===== src/rtl/keystroke_integer_calculator_unit_assert.svh =====
// Assertion macros for the keypad calculator.
// Used inside modules that have clk and rst in scope; no other dependencies.
`ifndef KEYSTROKE_INTEGER_CALCULATOR_UNIT_ASSERT_SVH
`define KEYSTROKE_INTEGER_CALCULATOR_UNIT_ASSERT_SVH

// Same-cycle implication, off while rst is high.
`define KIC_ASSERT_NOW(label, ante, cons, msg) \
  label: assert property (@(posedge clk) disable iff (rst) (ante) |-> (cons)) \
    else $error(msg);

// Next-cycle implication, off while rst is high.
`define KIC_ASSERT_NEXT(label, ante, cons, msg) \
  label: assert property (@(posedge clk) disable iff (rst) (ante) |=> (cons)) \
    else $error(msg);

`endif


===== src/rtl/kic_pkg.sv =====
// Package for the keypad calculator: key codes, operator codes, widths.
// No dependencies.
`default_nettype none

package kic_pkg;

  localparam int DATA_W    = 32;
  localparam int QUOT_W    = 2 * DATA_W;
  localparam int MUL_STEPS = DATA_W;
  localparam int DIV_STEPS = QUOT_W;
  localparam int CNT_W     = $clog2(DIV_STEPS);

  localparam logic [QUOT_W-1:0] QUOT_MAX = {1'b0, {(QUOT_W-1){1'b1}}};

  localparam logic [7:0] KEY_ZERO   = 8'd48;
  localparam logic [7:0] KEY_NINE   = 8'd57;
  localparam logic [7:0] KEY_EQUALS = 8'd61;
  localparam logic [7:0] KEY_PLUS   = 8'h2B;
  localparam logic [7:0] KEY_MINUS  = 8'h2D;
  localparam logic [7:0] KEY_STAR   = 8'h2A;
  localparam logic [7:0] KEY_SLASH  = 8'h2F;
  localparam logic [7:0] KEY_PCT    = 8'h25;
  localparam logic [7:0] KEY_AMP    = 8'h26;
  localparam logic [7:0] KEY_CARET  = 8'h5E;
  localparam logic [7:0] KEY_BAR    = 8'h7C;

  typedef enum logic [2:0] {
    OP_ADD = 3'd0,
    OP_SUB = 3'd1,
    OP_MUL = 3'd2,
    OP_DIV = 3'd3,
    OP_MOD = 3'd4,
    OP_AND = 3'd5,
    OP_XOR = 3'd6,
    OP_OR  = 3'd7
  } op_t;

  typedef struct packed {
    logic hit;
    op_t  op;
  } key_op_t;

  function automatic key_op_t decode_op(input logic [7:0] k);
    key_op_t r;
    r.hit = 1'b1;
    r.op  = OP_ADD;
    case (k)
      KEY_PLUS:  r.op = OP_ADD;
      KEY_MINUS: r.op = OP_SUB;
      KEY_STAR:  r.op = OP_MUL;
      KEY_SLASH: r.op = OP_DIV;
      KEY_PCT:   r.op = OP_MOD;
      KEY_AMP:   r.op = OP_AND;
      KEY_CARET: r.op = OP_XOR;
      KEY_BAR:   r.op = OP_OR;
      default:   r.hit = 1'b0;
    endcase
    return r;
  endfunction

  function automatic logic [DATA_W-1:0] mag(input logic [DATA_W-1:0] v);
    return v[DATA_W-1] ? (DATA_W'(0) - v) : v;
  endfunction

endpackage

`default_nettype wire


===== src/rtl/keystroke_integer_calculator_unit.sv =====
// Keypad integer calculator: key decode, operand entry and a bit-serial
// shift-add multiplier / shift-subtract divider. Depends on kic_pkg and
// keystroke_integer_calculator_unit_assert.svh.
//
//  - Input channel (in_valid/in_ready, key_code): one ASCII key per beat.
//    Digits build the first operand, an operator key (+ - * / % & ^ |)
//    switches to the second operand, '=' runs the operation. Other keys,
//    '=' before an operator and operators after one are dropped.
//  - Output channel (out_valid/out_ready): one result beat per '='.
//    int_result for + - * % & ^ |, quotient_fixed (signed Q32.32,
//    truncated, saturated) for '/', error_code on divide or modulo by zero.
//  - Digit, operator and ignored keys leave the block idle and ready for the next key.
//  - '=' occupies the block through SETUP, then ITER for * (one
//    multiplier bit per cycle) and for / and % (one quotient bit per
//    cycle over a 64-bit dividend; ITER is skipped on a zero divisor and
//    for + - & ^ |), then FINISH, after which the result sits in the output register.
//  - A waiting result does not block keys; a second result ready before
//    the first is taken holds in the datapath and stops key intake.
//  - Reset (rst, synchronous) clears the operands, the phase, the
//    sequencer and the output valid flag.
`default_nettype none
`include "keystroke_integer_calculator_unit_assert.svh"

module keystroke_integer_calculator_unit #(
  parameter int OPERAND_WIDTH = 32
) (
  input  wire                                  clk,
  input  wire                                  rst,
  input  wire                                  in_valid,
  output logic                                 in_ready,
  input  wire  [7:0]                           key_code,
  output logic                                 out_valid,
  input  wire                                  out_ready,
  output logic signed [kic_pkg::DATA_W-1:0]    int_result,
  output logic signed [kic_pkg::QUOT_W-1:0]    quotient_fixed,
  output logic                                 is_division,
  output logic                                 error_code
);
  import kic_pkg::*;

  typedef enum logic [3:0] {
    ST_IDLE   = 4'b0001,
    ST_SETUP  = 4'b0010,
    ST_ITER   = 4'b0100,
    ST_FINISH = 4'b1000
  } state_t;

  state_t state;

  // expression entry
  logic                     phase;
  logic [OPERAND_WIDTH-1:0] first_operand;
  logic [OPERAND_WIDTH-1:0] second_operand;
  op_t                      op;

  // working operands, sign-extended to 32 bits
  logic [DATA_W-1:0]        a_w;
  logic [DATA_W-1:0]        b_w;

  // shared serial datapath
  // mul: acc = product, dsr = multiplicand (shifts left), sreg = multiplier (shifts right)
  // div: acc = remainder, dsr = divisor, sreg = dividend in / quotient out
  logic [DATA_W-1:0]        acc;
  logic [DATA_W-1:0]        dsr;
  logic [QUOT_W-1:0]        sreg;
  logic [CNT_W-1:0]         cnt;
  logic                     err;

  logic                     accept;
  logic                     is_digit;
  logic [3:0]               digit;
  key_op_t                  kop;
  logic [OPERAND_WIDTH-1:0] first_next;
  logic [OPERAND_WIDTH-1:0] second_next;
  logic [DATA_W:0]          div_sh;
  logic [DATA_W:0]          div_diff;
  logic [CNT_W-1:0]         cnt_last;
  logic                     out_free;
  logic [QUOT_W-1:0]        quot_res;
  logic [DATA_W-1:0]        mod_res;

  assign in_ready = (state == ST_IDLE);
  assign accept   = in_valid && in_ready;
  assign is_digit = (key_code >= KEY_ZERO) && (key_code <= KEY_NINE);
  assign digit    = 4'(key_code - KEY_ZERO);
  assign kop      = decode_op(key_code);

  // x*10 + d as two shifted adds, wrapping at the operand width
  assign first_next  = {first_operand[OPERAND_WIDTH-4:0], 3'b000}
                     + {first_operand[OPERAND_WIDTH-2:0], 1'b0}
                     + OPERAND_WIDTH'(digit);
  assign second_next = {second_operand[OPERAND_WIDTH-4:0], 3'b000}
                     + {second_operand[OPERAND_WIDTH-2:0], 1'b0}
                     + OPERAND_WIDTH'(digit);

  // restoring division step
  assign div_sh   = {acc, sreg[QUOT_W-1]};
  assign div_diff = div_sh - {1'b0, dsr};

  assign cnt_last = (op == OP_MUL) ? CNT_W'(MUL_STEPS - 1) : CNT_W'(DIV_STEPS - 1);
  assign out_free = !out_valid || out_ready;

  // sign fixups; the only positive overflow is a quotient of exactly 2^63
  always_comb begin
    if (a_w[DATA_W-1] ^ b_w[DATA_W-1]) begin
      quot_res = QUOT_W'(0) - sreg;
    end else if (sreg[QUOT_W-1]) begin
      quot_res = QUOT_MAX;
    end else begin
      quot_res = sreg;
    end
    mod_res = a_w[DATA_W-1] ? (DATA_W'(0) - acc) : acc;
  end

  always_ff @(posedge clk) begin
    if (rst) begin
      state          <= ST_IDLE;
      phase          <= 1'b0;
      first_operand  <= '0;
      second_operand <= '0;
      op             <= OP_ADD;
      out_valid      <= 1'b0;
      err            <= 1'b0;
      cnt            <= '0;
    end else begin
      // a beat taken while a new result loads is covered by the load below
      if (out_valid && out_ready && state != ST_FINISH) begin
        out_valid <= 1'b0;
      end
      case (state)
        ST_IDLE: begin
          if (accept) begin
            if (!phase) begin
              if (is_digit) begin
                first_operand <= first_next;
              end else if (kop.hit) begin
                op    <= kop.op;
                phase <= 1'b1;
              end
            end else if (is_digit) begin
              second_operand <= second_next;
            end else if (key_code == KEY_EQUALS) begin
              // latch the expression and clear entry state for the next one
              a_w            <= DATA_W'($signed(first_operand));
              b_w            <= DATA_W'($signed(second_operand));
              first_operand  <= '0;
              second_operand <= '0;
              phase          <= 1'b0;
              state          <= ST_SETUP;
            end
          end
        end
        ST_SETUP: begin
          err <= 1'b0;
          cnt <= '0;
          case (op)
            OP_ADD: begin
              acc   <= a_w + b_w;
              state <= ST_FINISH;
            end
            OP_SUB: begin
              acc   <= a_w - b_w;
              state <= ST_FINISH;
            end
            OP_AND: begin
              acc   <= a_w & b_w;
              state <= ST_FINISH;
            end
            OP_XOR: begin
              acc   <= a_w ^ b_w;
              state <= ST_FINISH;
            end
            OP_OR: begin
              acc   <= a_w | b_w;
              state <= ST_FINISH;
            end
            OP_MUL: begin
              acc   <= '0;
              dsr   <= a_w;
              sreg  <= QUOT_W'(b_w);
              state <= ST_ITER;
            end
            OP_DIV, OP_MOD: begin
              acc <= '0;
              dsr <= mag(b_w);
              // '/' divides |a| * 2^32; '%' divides |a| itself
              if (op == OP_DIV) begin
                sreg <= {mag(a_w), DATA_W'(0)};
              end else begin
                sreg <= QUOT_W'(mag(a_w));
              end
              if (b_w == '0) begin
                err   <= 1'b1;
                state <= ST_FINISH;
              end else begin
                state <= ST_ITER;
              end
            end
            default: state <= ST_FINISH;
          endcase
        end
        ST_ITER: begin
          if (op == OP_MUL) begin
            if (sreg[0]) begin
              acc <= acc + dsr;
            end
            dsr  <= {dsr[DATA_W-2:0], 1'b0};
            sreg <= {1'b0, sreg[QUOT_W-1:1]};
          end else if (!div_diff[DATA_W]) begin
            acc  <= div_diff[DATA_W-1:0];
            sreg <= {sreg[QUOT_W-2:0], 1'b1};
          end else begin
            acc  <= div_sh[DATA_W-1:0];
            sreg <= {sreg[QUOT_W-2:0], 1'b0};
          end
          cnt <= cnt + CNT_W'(1);
          if (cnt == cnt_last) begin
            state <= ST_FINISH;
          end
        end
        ST_FINISH: begin
          if (out_free) begin
            out_valid <= 1'b1;
            state     <= ST_IDLE;
          end
        end
        default: state <= ST_IDLE;
      endcase
    end
  end

  // output register, payload only
  always_ff @(posedge clk) begin
    if (state == ST_FINISH && out_free) begin
      is_division <= (op == OP_DIV);
      error_code  <= err;
      if (err || op == OP_DIV) begin
        int_result <= '0;
      end else if (op == OP_MOD) begin
        int_result <= mod_res;
      end else begin
        int_result <= acc;
      end
      if (op == OP_DIV && !err) begin
        quotient_fixed <= quot_res;
      end else begin
        quotient_fixed <= '0;
      end
    end
  end

  `KIC_ASSERT_NOW(a_err_zeroes, out_valid && error_code, int_result == '0 && quotient_fixed == '0, "error result carries nonzero data")
  `KIC_ASSERT_NOW(a_quot_only_div, out_valid && !is_division, quotient_fixed == '0, "quotient set for a non-division result")
  `KIC_ASSERT_NEXT(a_finish_loads, state == ST_FINISH && out_free, out_valid && state == ST_IDLE, "finished result not loaded")
  `KIC_ASSERT_NEXT(a_equals_clears, accept && phase && key_code == KEY_EQUALS, !phase && first_operand == '0 && second_operand == '0 && state == ST_SETUP, "entry state not cleared after equals")

endmodule

`default_nettype wire

===== config.mk =====
export PLATFORM = sky130hd
export DESIGN_NAME = keystroke_integer_calculator_unit
export DESIGN_NICKNAME = d
export VERILOG_FILES = /design/src/rtl/kic_pkg.sv /design/src/rtl/keystroke_integer_calculator_unit.sv
export VERILOG_INCLUDE_DIRS = /design/src /design/src/rtl
export SDC_FILE = /design/constraint.sdc
export NUM_CORES = 1
export LEC_CHECK = 0
export ABC_CLOCK_PERIOD_IN_PS = 8100
export BUFFER_PORTS_ARGS = -buffer_cell sky130_fd_sc_hd__buf_4
export CAP_MARGIN = 0
export CORE_ASPECT_RATIO = 1.4
export CORE_UTILIZATION = 50
export DETAILED_ROUTE_END_ITERATION = 8
export GPL_TIMING_DRIVEN = 0
export HOLD_SLACK_MARGIN = 0.06
export PLACE_DENSITY_LB_ADDON = 0.3
export SETUP_SLACK_MARGIN = 0.05
export SLEW_MARGIN = 20
export SYNTH_ARGS = -nofsm -noshare
export SYNTH_HDL_FRONTEND = slang
export SYNTH_SLANG_ARGS = --single-unit

===== constraint.sdc =====
create_clock -name clk -period 8.1 [get_ports clk]
set_clock_uncertainty 0.15 [all_clocks]
set_input_delay 0.405 -clock clk [delete_from_list [all_inputs] [get_ports clk]]
set_output_delay 0.405 -clock clk [all_outputs]
set_load 0.005 [all_outputs]

# Yosys cells after proc, flatten, opt, wreduce, memory -nomap -nowiden
# Cells that the tools add are included.
[word_totals]
wordCells = 147
ff_bits = 370
output_inout_bits = 100
inputBits = 12
[op_classes]
addsub = 14
reduce_logical = 28
magnitude_cmp = 2
n_mux = 47
n_eq_ne = 32
bitwise_logic = 7
[op_table]
columns = ["cell", "count"]
rows = [
  ["$mux 32", 13],
  ["$pmux 64 s2", 2],
  ["$mux 64", 3],
  ["$pmux 32 s2", 3],
  ["$pmux 32 s6", 1],
  ["$add 32x32->32", 4],
  ["$sub 1x32->32 const A", 3],
  ["$add 32x4->32", 2],
  ["$sub 1x64->64 const A", 1],
  ["$mux 63", 1],
  ["$eq 8x6->1 const B", 7],
  ["$sub 33x32->33", 1],
  ["$and 32x32->32", 1],
  ["$logic_not 32->1", 1],
  ["$or 32x32->32", 1],
  ["$sub 32x32->32", 1],
  ["$xor 32x32->32", 1],
  ["$mux 4", 7],
  ["$pmux 3 s7", 1],
  ["$eq 8x7->1 const B", 2],
  ["$pmux 4 s4", 1],
  ["$eq 3x3->1 const B", 4],
  ["$mux 1", 12],
  ["$pmux 4 s3", 1],
  ["33 further kinds", 56],
]

# Longest topological paths before layout
# Gate-level depths: netlist of run 1.
[logic_depth]
depth_word = 6
depth_mapped = 20
depth_no_buf = 19

# Least setup slack after synthesis of run 1
# No wires, ideal clock.
[synth_timing]
path_type = "reg2reg"
from = "reg op[2]"
to = "reg dsr[0], enable pin"
t_arrival_ns = 7.776
path_stages_with_launch = 6
period_less_slack_ns = 8.318
path_buffers = 1
required_time_ns = 7.558
setup_time_ns = 0.392
slack_ns = -0.218
path_cell_list = "dfxtp_1 clkbuf_1 nor3b_1 nor2_1 a311oi_1 and2_1"
[synth_between]
elab_chain_len = 4
elab_cells_between_ends = 7
classes_between = "5 x eq/ne; 2 x reduce/logical"
[synth_rtl]
columns = ["item", "line_no", "source"]
rows = [
  ["start, declared", "keystroke_integer_calculator_unit.sv:54", "op_t op;"],
  ["start signal, assigned", "keystroke_integer_calculator_unit.sv:137", "op <= kop.op;"],
  ["$eq 3x2->1 / $eq 3x3->1 (equally long branches)", "keystroke_integer_calculator_unit.sv:156", "case (op)"],
  ["$reduce_or 2->1", "keystroke_integer_calculator_unit.sv:156", ""],
  ["$ne 3x3->1 (no line)", "--", ""],
  ["$reduce_and 4->1 (no line) *", "--", ""],
  ["end signal, assigned", "keystroke_integer_calculator_unit.sv:179", "dsr <= a_w;"],
  ["end signal, assigned", "keystroke_integer_calculator_unit.sv:185", "dsr <= mag(b_w);"],
  ["end signal, assigned", "keystroke_integer_calculator_unit.sv:207", "dsr <= {dsr[DATA_W-2:0], 1'b0};"],
  ["end, declared", "keystroke_integer_calculator_unit.sv:64", "logic [DATA_W-1:0] dsr;"],
]
# Every way passes the cells marked *; elsewhere a longest branch is shown, timed or not.
# A chain may end at the register's enable or synchronous reset.

# Worst setup path after layout of run 1
[layout_timing]
from = "reg b_w[1]"
to = "reg acc[30] (data pin)"
[layout_between]
elab_chain_len = 3
elab_cells_between_ends = 4
classes_between = "2 x add/sub; 2 x mux"
[layout_rtl]
columns = ["item", "line_no", "source"]
rows = [
  ["start, declared", "keystroke_integer_calculator_unit.sv:58", "logic [DATA_W-1:0] b_w;"],
  ["start signal, assigned", "keystroke_integer_calculator_unit.sv:145", "b_w <= DATA_W'($signed(second_operand));"],
  ["$sub 32x32->32 / $add 32x32->32 (equally long branches)", "keystroke_integer_calculator_unit.sv:162, keystroke_integer_calculator_unit.sv:158", ""],
  ["$pmux 32 s6 *", "keystroke_integer_calculator_unit.sv:156", ""],
  ["$pmux 32 s2 *", "keystroke_integer_calculator_unit.sv:130", "case (state)"],
  ["end signal, assigned", "keystroke_integer_calculator_unit.sv:158", "acc <= a_w + b_w;"],
  ["end signal, assigned", "keystroke_integer_calculator_unit.sv:162", "acc <= a_w - b_w;"],
  ["end signal, assigned", "keystroke_integer_calculator_unit.sv:166", "acc <= a_w & b_w;"],
  ["end, declared", "keystroke_integer_calculator_unit.sv:63", "logic [DATA_W-1:0] acc;"],
]
# Marked as above.

==> flow_metrics.env, run 1 <==
export IMPL_drc=0
export IMPL_start_kind="flip-flop"
export IMPL_worstMarginPinSlew_ns=1.074
export IMPL_yosysTopAreaCell="edfxtp_1"
export IMPL_grt_start_max_net_pins=33
export IMPL_finalPower_mw=3.819
export IMPL_grt_pass1_wl_um=149600
export IMPL_holdCritPathClass="primary input to flip-flop"
export IMPL_status="finished, final reports clean"
export IMPL_synth_top_family_by_area="compound AO/OA/AOI/OAI gates"
export IMPL_peakVddDrop_mv=0.1310
export IMPL_nets=3761
export IMPL_cp_max_fo=8
export IMPL_crit_required_ns=8.31
export IMPL_drt_wirelength_per_cell_um=23.54
export IMPL_tns_ns=0
export IMPL_insertion_delay_ns=0.58
export IMPL_crit_arrival_ns=6.84
export IMPL_wl_um=99600
export IMPL_synth_edff_count=290
export IMPL_post_cts_buffers=0
export IMPL_synth_distinct_cells=84
export IMPL_core_sq_um=57910
export IMPL_synth_most_common_cell="nand2_1"
export IMPL_syn_to_final_growth_pct=10.97
export IMPL_antenna_found_initial=0
export IMPL_place_ws_ns=1.589
export IMPL_power_leakage_nw=13.01
export IMPL_die_height_um=289.2
export IMPL_die_w_um=207.1
export IMPL_period_share_pct=81.82
export IMPL_fin_ws_ns=1.473
export IMPL_ys_warnings_count=0
export IMPL_htreeDepth=2
export IMPL_drt_iter0_drc=2043
export IMPL_cts_buffers=39
export IMPL_synthArstFlopShare_pct=0
export IMPL_fin_util_pct=56.44
export IMPL_io_pins=112
export IMPL_viasPerCell=6.204
export IMPL_layout_drive_gt1_share_pct=6.563
export IMPL_p_per_area_nw_per_um2=116.8
export IMPL_fin_hold_ws_ns=0.07990
export IMPL_synth_common_cells="nand2_1, edfxtp_1, a21oi_1, ha_1, o21ai_0"
export IMPL_hpwlAfterDp_um=78650
export IMPL_synthSimpleGateAreaFrac_pct=14.29
export IMPL_drt_pass1_iterations=6
export IMPL_synthXorXnorAreaFrac_pct=8.981
export IMPL_die_area_sq_um=59890
export IMPL_hold_violations=0
export IMPL_cts_resized=0
export IMPL_rsz0062_at_grt="no"
export IMPL_setup_viol=0
export IMPL_cts_sinks=370
export IMPL_path_class="flip-flop to flip-flop"
export IMPL_slew_headroom_pct=27.49
export IMPL_place_area_sq_um=31460
export IMPL_syn_area_sq_um=29450
export IMPL_fin_area_sq_um=32680
export IMPL_grt_remaining_overflow=0
export IMPL_diodes=0
export IMPL_first_global_vias=25386
export IMPL_syn_nets=3595
export IMPL_ys_flop_type="edfxtp_1"
export IMPL_rows=104
export IMPL_synth_seq_cells=370
export IMPL_endpoint_kind="flip-flop"
export IMPL_maxSlewViolCount=0
export IMPL_fillers=5294
export IMPL_port_buffers=109
export IMPL_clk_pin_slew_worst_paths_ns=0.06
export IMPL_cts_tree="yes"
export IMPL_place_inst=4163
export IMPL_cts_buffer_depth=3
export IMPL_cap_violations=0
export IMPL_postRouteAntennaNets=0
export IMPL_grt_usage_pct=32.77
export IMPL_synth_area_leaders="edfxtp_1, ha_1, xnor2_1, dfxtp_1, a21oi_1"
export IMPL_ctsHoldBuffers=0
export IMPL_synth_compound_area_share_pct=22.08
export IMPL_seq_area_frac_synth_pct=35.01
export IMPL_synth_area_mux_share_pct=2.710
export IMPL_final_cell_count_no_fill=4231
export IMPL_period_needed_ns=6.627
export IMPL_synth_avg_cell_area_sq_um=8.936
export IMPL_max_freq_mhz=150.9
export IMPL_place_congestion=1.031
export IMPL_cts_root_buf="clkbuf_16"
export IMPL_synth_adder_area_share_pct=12.37
export IMPL_start_util_pct=50.86
export IMPL_num_vias=26248
export IMPL_synth_cells=3296
export IMPL_synth_top_area_share_pct=29.57
[critical path, stage by stage (launching register included)]
cell	delay, ns
edfxtp_1	0.57
inv_1	0.20
ha_1	0.22
or3b_1	0.38
clkbuf_1	0.17
or4_1	0.46
or3_1	0.40
or3_1	0.39
o31ai_1	0.26
xnor2_1	0.11
ha_1	0.44
nand4_1	0.16
o41ai_1	0.99
a221oi_1	0.33
o21ai_0	0.35
a21oi_1	0.16
mux2i_1	0.17
a21oi_1	0.10
a2111oi_0	0.35
[power breakdown]
part / leakage, nW / internal [mW] / switching (mW) / total, mW
sequential: 3.35 / 2.02 / 0.000376 / 2.02
combinational: 9.07 / 0.0178 / 0.0325 / 0.0504
clock: 0.596 / 0.972 / 0.777 / 1.75
total: 13.0 / 3.01 / 0.810 / 3.82
[layout make-up]
class | count | area [sq um] | area share [%]
buffer | 185 | 705.7 | 2.159
clock buffer | 50 | 1069 | 3.269
clock inverter | 18 | 157.7 | 0.4824
timing repair buffer | 125 | 1002 | 3.066
inverter | 170 | 638.1 | 1.952
multi-input combinational | 2571 | 17870 | 54.68
sequential | 370 | 10310 | 31.55
tap | 742 | 928.4 | 2.841
[sequential cells by signal, summed over array words and instances, names as in the netlist, 3 cells and up]
| signal | cells |
|---|---|
| int_result | 32 |
| op | 3 |
| dsr | 32 |
| acc | 32 |
| quotient_fixed | 64 |
| first_operand | 32 |
| a_w | 32 |
| cnt | 6 |
| state | 4 |
| sreg | 64 |
| second_operand | 32 |
| b_w | 32 |
[cells by family (layout without fill, tap and decap cells)]
group	Yosys count	count (layout)
XOR/XNOR	302	302
AND/OR/NAND/NOR	885	885
buffers and inverters	355	548
multiplexers	79	79
flip-flops	370	370
adder cells (fa/ha/maj)	287	287
AO/OA/AOI/OAI	1018	1018
[final timing paths]
path | start | endpoint | slack (ns) | depth (start not counted)
max | b_w[1] | acc[30] | 1.47 | 18
min | out_ready | out_valid | 0.08 | 3
max reg2reg | b_w[1] | acc[30] | 1.47 | 18
min reg2reg | first_operand[31] | a_w[31] | 0.29 | 0
[metal layers]
layer  vias to the layer above  GRT usage [%]  part of all wire [%]
li1                      12540              -                     -
met1                     12405          36.68                    38
met2                      1001          57.99                    48
met3                       302          5.019                   6.5
met4                         0          22.07                   7.5
met5                         -              0                     0
[cell usage in the layout, fill, tap and decap left out, types with 8 or more instances in the layout]
cell / netlist / routed
o22ai_1: 11 / 11
edfxtp_1: 290 / 290
a211oi_1: 29 / 28
o21ai_0: 225 / 225
and3_1: 19 / 19
clkbuf_1: 165 / 172
nor3_1: 63 / 62
o41ai_1: 10 / 10
nand3_1: 46 / 46
xnor2_1: 224 / 224
nor2_1: 218 / 218
and2_1: 12 / 11
o21bai_1: 23 / 23
clkbuf_16: 0 / 40
ha_1: 280 / 280
nor4_1: 27 / 26
nand2_1: 318 / 318
inv_1: 169 / 169
dfxtp_1: 80 / 80
buf_1: 13 / 13
nor3b_1: 11 / 10
a22o_1: 30 / 30
o21a_1: 21 / 21
buf_4: 1 / 117
o31ai_1: 77 / 77
a221oi_1: 56 / 56
a31oi_1: 52 / 52
nand4_1: 26 / 26
mux2i_1: 73 / 73
nand3b_1: 8 / 8
o211ai_1: 30 / 30
xor2_1: 78 / 78
or4_1: 17 / 17
a21o_1: 54 / 54
o21ai_1: 8 / 8
a22oi_1: 40 / 40
a21oi_1: 286 / 286
nor2b_1: 26 / 25
or3_1: 27 / 27
nand2b_1: 32 / 32
(Power assumes the default switching activity.)
==> run 2, diff against run 1 <==
--- a/config.mk
+++ b/config.mk
@@ -6,7 +6,8 @@
 export SDC_FILE = /design/constraint.sdc
 export NUM_CORES = 1
 export LEC_CHECK = 0
-export ABC_CLOCK_PERIOD_IN_PS = 8100
+export ABC_AREA = 1
+export ABC_CLOCK_PERIOD_IN_PS = 6300
 export BUFFER_PORTS_ARGS = -buffer_cell sky130_fd_sc_hd__buf_4
 export CAP_MARGIN = 0
 export CORE_ASPECT_RATIO = 1.4
==> constraint.sdc (replaced) <==
create_clock -name clk -period 6.3 [get_ports clk]
set_clock_uncertainty 0.15 [all_clocks]
set_input_delay 0.315 -clock clk [delete_from_list [all_inputs] [get_ports clk]]
set_output_delay 0.315 -clock clk [all_outputs]
set_load 0.005 [all_outputs]
==> run 2 against run 1 <==
Non-clock buffer count down 35. Synthesized cell count increased by 44%. Sequential share of layout area down 3.2 points. Combinational power grew to 13 times the previous value. Sequential cell count unchanged.
==> flow_metrics.env, run 2 <==
export IMPL_reg2reg_depth=21
export IMPL_synth_seq_cells=370
export IMPL_fin_hold_ws_ns=0.07251
export IMPL_first_global_vias=33239
export IMPL_synth_common_cells="nand2_1, inv_1, nor2_1, a21oi_1, o21ai_0"
export IMPL_peakVddDrop_mv=0.2046
export IMPL_cpMostUsedCell="nand2_1"
export IMPL_cts_resized=0
export IMPL_insertion_delay_ns=0.61
export IMPL_cts_buffers=39
export IMPL_drt_pass1_iterations=9
export IMPL_final_common_cell="nand2_1"
export IMPL_crit_arrival_ns=5.75
export IMPL_grt_usage_pct=42.35
export IMPL_core_sq_um=64550
export IMPL_timing_rr_start="b_w[3]"
export IMPL_slowest_stage="o21ai_0"
export IMPL_wl_um=142000
export IMPL_endpoint_kind="flip-flop"
export IMPL_hold_start="key_code[1]"
export IMPL_maxSlewViolCount=0
export IMPL_die_area_sq_um=66700
export IMPL_place_ws_ns=1.271
export IMPL_hold_violations=0
export IMPL_diodes=0
export IMPL_cap_violations=0
export IMPL_synth_edff_count=290
export IMPL_grt_pass1_wl_um=207000
export IMPL_synth_top_area_share_pct=26.53
export IMPL_cts_buffer_depth=3
export IMPL_place_congestion=1.202
export IMPL_clk_pin_slew_worst_paths_ns=0.07
export IMPL_crit_path_max_incr_delay_ns=0.85
export IMPL_final_cell_count_no_fill=5788
export IMPL_viasPerCell=6.046
export IMPL_fin_util_pct=56.43
export IMPL_cts_root_buf="clkbuf_16"
export IMPL_rrSetupSlack_ns=0.90
export IMPL_port_buffers=111
export IMPL_num_vias=34995
export IMPL_period_needed_ns=5.403
export IMPL_cts_tree="yes"
export IMPL_final_cell_mix="nand2_1, inv_1, nor2_1"
export IMPL_p_per_area_nw_per_um2=156.5
export IMPL_layout_drive_gt1_share_pct=6.750
export IMPL_die_w_um=218.6
export IMPL_grt_remaining_overflow=0
export IMPL_antenna_found_initial=4
export IMPL_ys_warnings_count=0
export IMPL_syn_area_sq_um=32830
export IMPL_worstMarginPinSlew_ns=1.328
export IMPL_synth_cells=4737
export IMPL_fin_ws_ns=0.8965
export IMPL_drt_iter0_drc=3613
export IMPL_ys_flop_type="edfxtp_1"
export IMPL_period_share_pct=85.77
export IMPL_drt_wirelength_per_cell_um=24.54
export IMPL_power_leakage_nw=16.70
export IMPL_ctsHoldBuffers=3
export IMPL_rsz0062_at_grt="no"
export IMPL_synth_most_common_cell="nand2_1"
export IMPL_synth_distinct_cells=58
export IMPL_cts_sinks=370
export IMPL_seq_area_frac_synth_pct=31.40
export IMPL_yosysTopAreaCell="edfxtp_1"
export IMPL_tns_ns=0
export IMPL_syn_to_final_growth_pct=10.96
export IMPL_htreeDepth=2
export IMPL_post_cts_buffers=0
export IMPL_crit_required_ns=6.64
export IMPL_cp_max_fo=5
export IMPL_die_height_um=305.2
export IMPL_fin_area_sq_um=36430
export IMPL_finalPower_mw=5.702
export IMPL_nets=5217
export IMPL_crit_chain="inv_1, nand4_1, nor2_2, nand3_2, nor2_1, nand2_1, o21ai_0, nand2_1, o21ai_0, ha_1, a21oi_1, o21ai_0, a21oi_1, nor2_1, nor2_1, nand2_1, nand2_1, nand2_1, o21ai_0, nand2_1, nand2_1"
export IMPL_slew_headroom_pct=10.55
export IMPL_top_regs="quotient_fixed (64), sreg (64)"
export IMPL_status="finished, final reports clean"
export IMPL_start_kind="flip-flop"
export IMPL_min_path_cells=4
export IMPL_setup_viol=0
export IMPL_holdCritPathClass="primary input to flip-flop"
export IMPL_rows=110
export IMPL_place_inst=5704
export IMPL_syn_nets=5036
export IMPL_postRouteAntennaNets=0
export IMPL_synth_avg_cell_area_sq_um=6.930
export IMPL_min_to="second_operand[1]"
export IMPL_place_area_sq_um=35010
export IMPL_hpwlAfterDp_um=114100
export IMPL_synth_area_leaders="edfxtp_1, nand2_1, ha_1, inv_1, a21oi_1"
export IMPL_grt_start_max_net_pins=29
export IMPL_drc=0
export IMPL_io_pins=112
export IMPL_reg2reg_to="acc[28]"
export IMPL_start_util_pct=50.86
export IMPL_max_freq_mhz=185.1
export IMPL_path_class="flip-flop to flip-flop"
export IMPL_synthArstFlopShare_pct=0
==> run 2: area by class of cell <==
class | count | area, sq um
inverter | 581 | 2182
clock buffer | 44 | 1005
tap | 840 | 1051
multi-input combinational | 3651 | 19830
buffer | 135 | 618.1
clock inverter | 27 | 235.2
fill | 6479 | 28120
sequential | 370 | 10310
timing repair buffer | 140 | 1191
==> run 2: kinds of logic after synthesis <==
logic type / share of synthesized area (%)
flip-flops: 31.40
XOR/XNOR: 2.695
buffers and inverters: 8.530
adder cells (fa/ha/maj): 11.10
AND/OR/NAND/NOR: 29.45
AO/OA/AOI/OAI: 16.82
==> run 2: how the worst max path moves through the flow <==
stage	slack [ns]	endpoint	startpoint	cells after the start
final	0.90	acc[28]	b_w[3]	21
after global routing	0.65	acc[28]	b_w[3]	21
after CTS	1.24	acc[28]	b_w[3]	21
after floorplan	0.09	error_code	state[3]	4
after detailed placement	1.27	acc[28]	b_w[3]	21
after global placement	-1.93	int_result[31]	state[3]	4
==> run 2: metal layers <==
metal | GRT usage (%) | wire, um | vias up
met4 | 34.53 | 13560 | 8
met1 | 45.93 | 50170 | 16162
met5 | 0 | 48 | -
li1 | - | - | 16447
met2 | 69.27 | 65820 | 1844
met3 | 10.79 | 12450 | 534
==> run 2: critical path: cells and delay by family, from the launching register on <==
family	cells	cell delay (ns)
DFF	1	0.55
adders and majority gates	1	0.44
and+or+nand+nor	13	1.77
AOI/OAI and AO/OA	6	2.10
buffers and inverters	1	0.25
==> run 2: power by group <==
part | internal [mW] | switching, mW
combinational | 0.216 | 0.416
clock | 1.25 | 1.08
sequential | 2.69 | 0.0473
